File: config.mk
export PLATFORM = sky130hd
export DESIGN_NAME = lru_page_frame_table
export DESIGN_NICKNAME = d
export VERILOG_FILES = /design/src/rtl/lpft_pkg.sv /design/src/rtl/lru_page_frame_table.sv
export SDC_FILE = /design/constraint.sdc
export NUM_CORES = 1
export LEC_CHECK = 0
export BUFFER_PORTS_ARGS = -buffer_cell sky130_fd_sc_hd__buf_2
export CAP_MARGIN = 20
export CELL_PAD_IN_SITES_DETAIL_PLACEMENT = 1
export CELL_PAD_IN_SITES_GLOBAL_PLACEMENT = 1
export CORE_MARGIN = 3
export CORE_UTILIZATION = 45
export CTS_BUF_LIST = sky130_fd_sc_hd__clkbuf_4 sky130_fd_sc_hd__clkbuf_8
export DETAILED_ROUTE_END_ITERATION = 8
export PLACE_DENSITY = 0.83
export SYNTH_ARGS = -nofsm -noshare
export SYNTH_HDL_FRONTEND = slang
export SYNTH_SLANG_ARGS = --single-unit
File: constraint.sdc
create_clock -name clk -period 7 [get_ports clk]
set_input_delay 1.4 -clock clk [delete_from_list [all_inputs] [get_ports clk]]
set_output_delay 1.4 -clock clk [all_outputs]
set_load 0.01 [all_outputs]
File: src/rtl/lpft_pkg.sv
// ----------------------------------------------------------------------------
// lpft_pkg
// Shared constants for the LRU page frame table.
// ----------------------------------------------------------------------------
package lpft_pkg;

  localparam int FRAMES_DEF     = 8;   // frames in the table
  localparam int PAGE_BITS_DEF  = 16;  // page number width
  localparam int FRAMES_RST     = 8;   // frames_in_use after reset
  localparam int CFG_MIN_W      = 4;   // minimum frames_in_use register width
  localparam int FAULT_W        = 32;  // fault counter width

endpackage

File: src/rtl/lru_page_frame_table.sv
// ----------------------------------------------------------------------------
// lru_page_frame_table
// Fully associative page frame table with true LRU replacement.
// ----------------------------------------------------------------------------
// Takes one page reference per cycle and returns one result item for each,
// passing through the input register, then the result register. All
// tags are compared in parallel and ranks are aged in the same cycle, so the
// flop-based frame table is read and updated once per item and a new item
// may follow every cycle; the only stall is back-pressure on the result
// side. A hit makes the frame most recent. A miss fills the lowest empty
// frame in use, or else replaces the oldest one (lowest index on a tie).
// The fault count saturates. tlast on an input item clears valid bits,
// ranks and the fault count after that item is handled. frames_in_use
// (0 acts as 1, above FRAMES acts as FRAMES) is to be written through the
// cfg channel only while the block is idle; the block does not enforce it.
module lru_page_frame_table
  import lpft_pkg::*;
#(
  parameter int FRAMES    = FRAMES_DEF,
  parameter int PAGE_BITS = PAGE_BITS_DEF,
  localparam int SLOT_W   = $clog2(FRAMES),
  localparam int CFG_W    = (FRAMES >= 16) ? $clog2(FRAMES + 1) : CFG_MIN_W,
  localparam int IN_W     = ((PAGE_BITS + 7) / 8) * 8,
  localparam int RES_W    = 2 + SLOT_W + PAGE_BITS + FAULT_W,
  localparam int OUT_W    = ((RES_W + 7) / 8) * 8
) (
  input  logic             clk,
  input  logic             rst_n,
  // configuration: frames_in_use
  input  logic             cfg_valid,
  output logic             cfg_ready,
  input  logic [CFG_W-1:0] cfg_data,
  // input items
  input  logic             in_tvalid,
  output logic             in_tready,
  input  logic [IN_W-1:0]  in_tdata,   // page
  input  logic             in_tlast,   // last_ref
  // result items
  output logic             out_tvalid,
  input  logic             out_tready,
  output logic [OUT_W-1:0] out_tdata   // hit, frame_slot, evicted_valid,
                                       // evicted_page, fault_count
);

  localparam int RANK_W = SLOT_W;
  localparam logic [RANK_W-1:0] RANK_MAX = RANK_W'(FRAMES - 1);
  localparam logic [RANK_W:0]   RANK_NEW = (RANK_W + 1)'(FRAMES);

  // configuration
  logic [CFG_W-1:0] frames_in_use_r;
  assign cfg_ready = 1'b1;

  always_ff @(posedge clk) begin
    if (!rst_n) begin
      frames_in_use_r <= CFG_W'(FRAMES_RST);
    end else if (cfg_valid) begin
      frames_in_use_r <= cfg_data;
    end
  end

  // input register
  logic                 in_v_r;
  logic [PAGE_BITS-1:0] in_page_r;
  logic                 in_last_r;
  logic                 advance;
  logic                 out_v_r;

  assign advance   = in_v_r && (!out_v_r || out_tready);
  assign in_tready = !in_v_r || advance;

  always_ff @(posedge clk) begin
    if (!rst_n) begin
      in_v_r <= 1'b0;
    end else if (in_tready) begin
      in_v_r <= in_tvalid;
    end
  end

  always_ff @(posedge clk) begin
    if (in_tready && in_tvalid) begin
      in_page_r <= in_tdata[PAGE_BITS-1:0];
      in_last_r <= in_tlast;
    end
  end

  // frame table state
  logic [PAGE_BITS-1:0] frame_tag_r  [FRAMES];
  logic [FRAMES-1:0]    frame_valid_r;
  logic [RANK_W-1:0]    rank_r       [FRAMES];
  logic [FAULT_W-1:0]   fault_r;

  // lookup
  logic [CFG_W-1:0]     n_act;
  logic [FRAMES-1:0]    active, match, empty, victim;
  logic [FRAMES-1:0]    hit_oh, empty_oh, slot_oh;
  logic                 hit_c, empty_any;
  logic [SLOT_W-1:0]    slot_c;
  logic [PAGE_BITS-1:0] ev_page_c;
  logic [RANK_W-1:0]    slot_rank;
  logic [RANK_W:0]      old_rank;
  logic [FAULT_W-1:0]   fault_c;

  always_comb begin
    if (frames_in_use_r == '0) begin
      n_act = CFG_W'(1);
    end else if (frames_in_use_r > CFG_W'(FRAMES)) begin
      n_act = CFG_W'(FRAMES);
    end else begin
      n_act = frames_in_use_r;
    end
  end

  always_comb begin
    for (int i = 0; i < FRAMES; i++) begin
      active[i] = CFG_W'(i) < n_act;
      match[i]  = active[i] && frame_valid_r[i] && (frame_tag_r[i] == in_page_r);
      empty[i]  = active[i] && !frame_valid_r[i];
    end
  end

  // first-of-the-oldest: no earlier frame as old, no later frame older
  always_comb begin
    for (int i = 0; i < FRAMES; i++) begin
      victim[i] = active[i];
      for (int j = 0; j < FRAMES; j++) begin
        if (active[j] && (((j < i) && (rank_r[j] >= rank_r[i])) ||
                          ((j > i) && (rank_r[j] > rank_r[i])))) begin
          victim[i] = 1'b0;
        end
      end
    end
  end

  assign hit_oh    = match & (~match + FRAMES'(1));
  assign empty_oh  = empty & (~empty + FRAMES'(1));
  assign hit_c     = |match;
  assign empty_any = |empty;
  assign slot_oh   = hit_c ? hit_oh : (empty_any ? empty_oh : victim);

  always_comb begin
    slot_c    = '0;
    ev_page_c = '0;
    slot_rank = '0;
    for (int i = 0; i < FRAMES; i++) begin
      if (slot_oh[i]) begin
        slot_c    = slot_c | SLOT_W'(i);
        slot_rank = slot_rank | rank_r[i];
      end
      if (victim[i]) begin
        ev_page_c = ev_page_c | frame_tag_r[i];
      end
    end
  end

  logic ev_valid_c;
  assign ev_valid_c = !hit_c && !empty_any;
  assign old_rank   = (!hit_c && empty_any) ? RANK_NEW : {1'b0, slot_rank};
  assign fault_c    = (!hit_c && (fault_r != '1)) ? fault_r + FAULT_W'(1) : fault_r;

  // state update
  always_ff @(posedge clk) begin
    if (!rst_n) begin
      frame_valid_r <= '0;
      fault_r       <= '0;
      for (int i = 0; i < FRAMES; i++) begin
        rank_r[i] <= '0;
      end
    end else if (advance) begin
      if (in_last_r) begin
        frame_valid_r <= '0;
        fault_r       <= '0;
        for (int i = 0; i < FRAMES; i++) begin
          rank_r[i] <= '0;
        end
      end else begin
        frame_valid_r <= frame_valid_r | slot_oh;
        fault_r       <= fault_c;
        for (int i = 0; i < FRAMES; i++) begin
          if (slot_oh[i]) begin
            rank_r[i] <= '0;
          end else if (active[i] && frame_valid_r[i] &&
                       ({1'b0, rank_r[i]} < old_rank) && (rank_r[i] < RANK_MAX)) begin
            rank_r[i] <= rank_r[i] + RANK_W'(1);
          end
        end
      end
    end
  end

  always_ff @(posedge clk) begin
    if (advance && !hit_c) begin
      for (int i = 0; i < FRAMES; i++) begin
        if (slot_oh[i]) begin
          frame_tag_r[i] <= in_page_r;
        end
      end
    end
  end

  // result register
  logic [RES_W-1:0] res_r;

  always_ff @(posedge clk) begin
    if (!rst_n) begin
      out_v_r <= 1'b0;
    end else if (advance) begin
      out_v_r <= 1'b1;
    end else if (out_tready) begin
      out_v_r <= 1'b0;
    end
  end

  always_ff @(posedge clk) begin
    if (advance) begin
      res_r <= {fault_c, (ev_valid_c ? ev_page_c : PAGE_BITS'(0)), ev_valid_c,
                slot_c, hit_c};
    end
  end

  assign out_tvalid = out_v_r;
  assign out_tdata  = OUT_W'(res_r);

  // checks
  a_fault_step: assert property (@(posedge clk) disable iff (!rst_n)
    advance && !hit_c && !in_last_r && (fault_r != '1)
      |=> fault_r == $past(fault_r) + FAULT_W'(1))
    else $error("fault count did not step on a miss");

  a_last_clear: assert property (@(posedge clk) disable iff (!rst_n)
    advance && in_last_r |=> (frame_valid_r == '0) && (fault_r == '0))
    else $error("table not cleared after last item");

  a_valid_grow: assert property (@(posedge clk) disable iff (!rst_n)
    advance && !in_last_r
      |=> $countones(frame_valid_r) >= $past($countones(frame_valid_r)))
    else $error("frame lost its valid bit without a clear");

endmodule

==> flow_summary_export.csv <==
group,metric,value,unit
timing,setup-tns-final,0,ns
setup_path,cp_data_arrival_time,6.04,ns
setup_path,reg2regPathDepth,21,
detailed_routing,drtPass1Iterations,5,
setup_path,crit_top_cell,"a21oi_1",
finish,nets,1622,
global_route,grt_pass1_vias,12561,
clock_network,cts_repair_resize_count,0,
clock_network,cts_tree,"done",
timing,rsz0062_at_grt,"false",
timing,period_share,82.20,%
clock_network,clock_sinks,268,
timing,maxSlewHeadroom,33.39,%
floorplanning,die_area,36760,um2
clock_network,clk_latency,0.60,ns
setup_path,cp.required,7.29,ns
clock_network,cts_setup_buffers,0,
floorplanning,ioPinCount,85,
timing,finalCriticalPeriod,5.754,ns
clock_network,cts_root_buf,"clkbuf_8",
global_route,grt_remaining_overflow,0,
timing,hold_viol,0,
detailed_routing,drt.antenna.violating_nets,0,
synthesis,ys_ff_latch,268,
global_route,grt_max_degree,45,
synthesis,synthArstFlopShare,0,%
power_and_ir_drop,power_density,212.0,nW/um2
worst_hold_path,min_path_type,"flop to flop",
setup_path,worstSetupEndpoint,"rank_r[0][23]",
setup_path,crit_path_top_delay_cell,"edfxtp_1",
global_route,antenna_found_initial,1,
setup_path,timing.rr.end,"rank_r[0][23]",
synthesis,syn_avg_cell_area,11.13,um2
floorplanning,num_rows,67,
placed_design,hpwl,35960,um
timing,setup_viol,0,
synthesis,synthFlopType,"edfxtp_1",
synthesis,netlist_instances,1395,
finish,layout-drive-gt1-share,14.57,%
setup_path,path_class,"flop to flop",
power_and_ir_drop,cellInternalPower,2.708,mW
clock_network,cts.htree.levels,2,
finish,syn2layout_area_growth,11.90,%
detailed_routing,drcViolationCount,0,
synthesis,ys_warn_count,0,
synthesis,synth_area,15520,um2
placed_design,portBuffers,80,
power_and_ir_drop,power_switching,0.9751,mW
global_route,grtUsageTotal,26.94,%
clock_network,hold_buffers,0,
setup_path,setup.worst_path.start_class,"flop",
power_and_ir_drop,comb_power_share,10.4,%
floorplanning,start_util,45.95,%
synthesis,synth_enable_flop_cells,222,
clock_network,clk_path_buf_depth,3,
finish,final_cell_mix,"edfxtp_1, ha_1, xor2_1, nor2_1, buf_2",
setup_path,cpPeakStageDelay,0.51,ns
setup_path,worst_setup_path_end_kind,"flop",
placed_design,post-place-ws,1.451,ns
timing,worst_pin_slew,0.9967,ns
setup_path,path_cells,"inv_1 -> ha_1 -> a21oi_1 -> nand2_1 -> a211oi_1 -> nor4bb_4 -> buf_4 -> a211oi_1 -> a21oi_1 -> nand3_1 -> o22ai_1 -> a21oi_1 -> nand3_1 -> o21ai_0 -> buf_4 -> ha_1 -> o21a_1 -> o21ai_0 -> and2_1 -> a41oi_1 -> o211ai_1",
clock_network,clk_pin_slew_worst_paths,0.06,ns
power_and_ir_drop,leakage,6.243,nW
timing,fin_ws,1.246,ns
status,status,"finished clean",
setup_path,r2r_setup_slack,1.25,ns
finish,utilization,51.42,%
timing,worst_clock_skew,0.02887,ns
power_and_ir_drop,pwr-share-seq,49.8,%
detailed_routing,num_vias,12211,
placed_design,gp_congestion,0.9793,
clock_network,cts_buffers,45,
floorplanning,core,33780,um2
global_route,grt_first_pass_wirelength,75330,um
detailed_routing,vias_per_cell,6.189,
synthesis,yosysSeqAreaShare,48.87,%
setup_path,timing.critical_path.from,"rank_r[0][14]",
floorplanning,die_y,191.7,um
power_and_ir_drop,ir_drop,0.1640,mV
setup_path,worstReg2RegStart,"rank_r[0][14]",
power_and_ir_drop,clockPowerShare,39.7,%
power_and_ir_drop,swShare,26.48,%
floorplanning,chipWidth,191.7,um
detailed_routing,drt-initial-drc-count,1164,
flow_run,cap_violations,0,
synthesis,synth_cell_types,87,
detailed_routing,wl,49760,um
setup_path,cp_max_fo,17,
timing,max_freq,173.8,MHz
detailed_routing,routedWlPerCell,25.22,um
finish,final_common_cell,"edfxtp_1",
timing,final_max_slew_viol_count,0,
-- synth_stat cells (4+ instances only) --
| library cell | instances | area share (%) |
|---|---|---|
| a211oi_1 | 14 | 0.68 |
| a21boi_0 | 8 | 0.39 |
| a21o_1 | 5 | 0.24 |
| a21oi_1 | 61 | 2.0 |
| a222oi_1 | 17 | 1.1 |
| a22o_1 | 15 | 0.85 |
| a22oi_1 | 35 | 1.7 |
| a31oi_1 | 24 | 0.97 |
| a31oi_2 | 5 | 0.40 |
| a32o_1 | 5 | 0.32 |
| a32oi_1 | 4 | 0.23 |
| and2_1 | 11 | 0.44 |
| and3_1 | 14 | 0.56 |
| and4_1 | 4 | 0.23 |
| buf_1 | 4 | 0.097 |
| buf_2 | 17 | 0.55 |
| buf_4 | 8 | 0.39 |
| clkbuf_1 | 31 | 0.75 |
| dfxtp_1 | 46 | 5.9 |
| edfxtp_1 | 222 | 43 |
| ha_1 | 109 | 8.8 |
| inv_1 | 46 | 1.1 |
| nand2_1 | 63 | 1.5 |
| nand2b_1 | 11 | 0.44 |
| nand3_1 | 49 | 1.6 |
| nand3b_1 | 8 | 0.39 |
| nand4_1 | 20 | 0.81 |
| nor2_1 | 83 | 2.0 |
| nor2b_1 | 43 | 1.7 |
| nor3_1 | 28 | 0.90 |
| nor3_2 | 5 | 0.32 |
| nor3b_1 | 4 | 0.19 |
| nor3b_2 | 5 | 0.40 |
| nor4_1 | 24 | 0.97 |
| o211ai_1 | 8 | 0.39 |
| o21a_1 | 17 | 0.82 |
| o21ai_0 | 54 | 1.7 |
| o21ai_1 | 8 | 0.26 |
| o22ai_1 | 7 | 0.28 |
| o31ai_1 | 5 | 0.24 |
| or3_1 | 15 | 0.60 |
| xnor2_1 | 74 | 4.2 |
| xor2_1 | 93 | 5.2 |
-- state kept, by name, indices dropped and copies added, names as in the netlist --
signal	count
in_v_r	1
res_r	53
rank_r	24
out_tvalid	1
fault_r	32
in_page_r	16
in_last_r	1
frame_tag_r	128
frame_valid_r	8
frames_in_use_r	4
-- power groups by stage --
| stage | Clock (mW) | Combinational, mW | Sequential [mW] |
|---|---|---|---|
| 6_report | 1.46 | 0.384 | 1.84 |
| 5_1_grt | 1.56 | 0.419 | 1.84 |
| 4_1_cts | 1.49 | 0.381 | 1.83 |
| 3_5_place_dp | 0 | 0.378 | 1.87 |
| 3_3_place_gp | 0 | 0.361 | 1.86 |
| 2_1_floorplan | 0 | 0.258 | 1.84 |
-- cell type report --
type | count | area [um2]
Sequential cell | 268 | 7587
Timing Repair Buffer | 106 | 599.3
Tap cell | 448 | 560.5
Clock inverter | 27 | 220.2
Clock buffer | 57 | 721.9
Multi-Input combinational cell | 1019 | 7502
Antenna cell | 1 | 2.502
Inverter | 47 | 177.7
Fill cell | 3650 | 16410
-- kinds of logic after synthesis --
| group | count (synthesis) | synth area share, % |
|---|---|---|
| xor+xnor | 167 | 9.421 |
| compound gates | 322 | 14.43 |
| flops | 268 | 48.87 |
| other cells | 2 | 0.04837 |
| simple gates | 413 | 15.02 |
| mux | 4 | 0.2660 |
| fa+ha+maj | 109 | 8.785 |
| buf+inv | 110 | 3.159 |
-- stage by stage --
stage | power, mW | hold slack (ns) | std cells | cell area, um2
after global routing | 3.819 | 0.5583 | 1973 | 17370
after global placement | 2.224 | 0.4892 | 1885 | 16400
after detailed placement | 2.246 | 0.5112 | 1888 | 16430
final | 3.683 | 0.5255 | 1973 | 17370
after CTS | 3.703 | 0.5305 | 1972 | 17370
after floorplan | 2.094 | 0.4602 | 1397 | 15530
-- per-layer routing --
layer / global-route usage (%) / share of wire [%]
met4: 10.13 / 3.6
met1: 35.02 / 41
met5: 0 / 0
met3: 3.705 / 5.9
met2: 45.78 / 49
-- critical path: cells and delay by family, from the launching register on --
kind | cells | cell delay, ns
fa+ha+maj | 2 | 0.61
compound gates | 11 | 2.27
flops | 1 | 0.51
simple gates | 5 | 1.05
buf+inv | 3 | 1.00
-- worst min-delay path by stage --
stage	startpoint	endpoint	slack, ns	cells after the start
2_1_floorplan	frame_valid_r[5]	frame_valid_r[5]	0.46	2
3_3_place_gp	frame_valid_r[5]	frame_valid_r[5]	0.49	2
3_5_place_dp	frame_valid_r[5]	frame_valid_r[5]	0.51	2
4_1_cts	frame_valid_r[7]	frame_valid_r[7]	0.53	2
5_1_grt	frame_valid_r[7]	frame_valid_r[7]	0.56	2
6_report	frame_valid_r[7]	frame_valid_r[7]	0.53	2
Power figures use the tool's default switching activity.
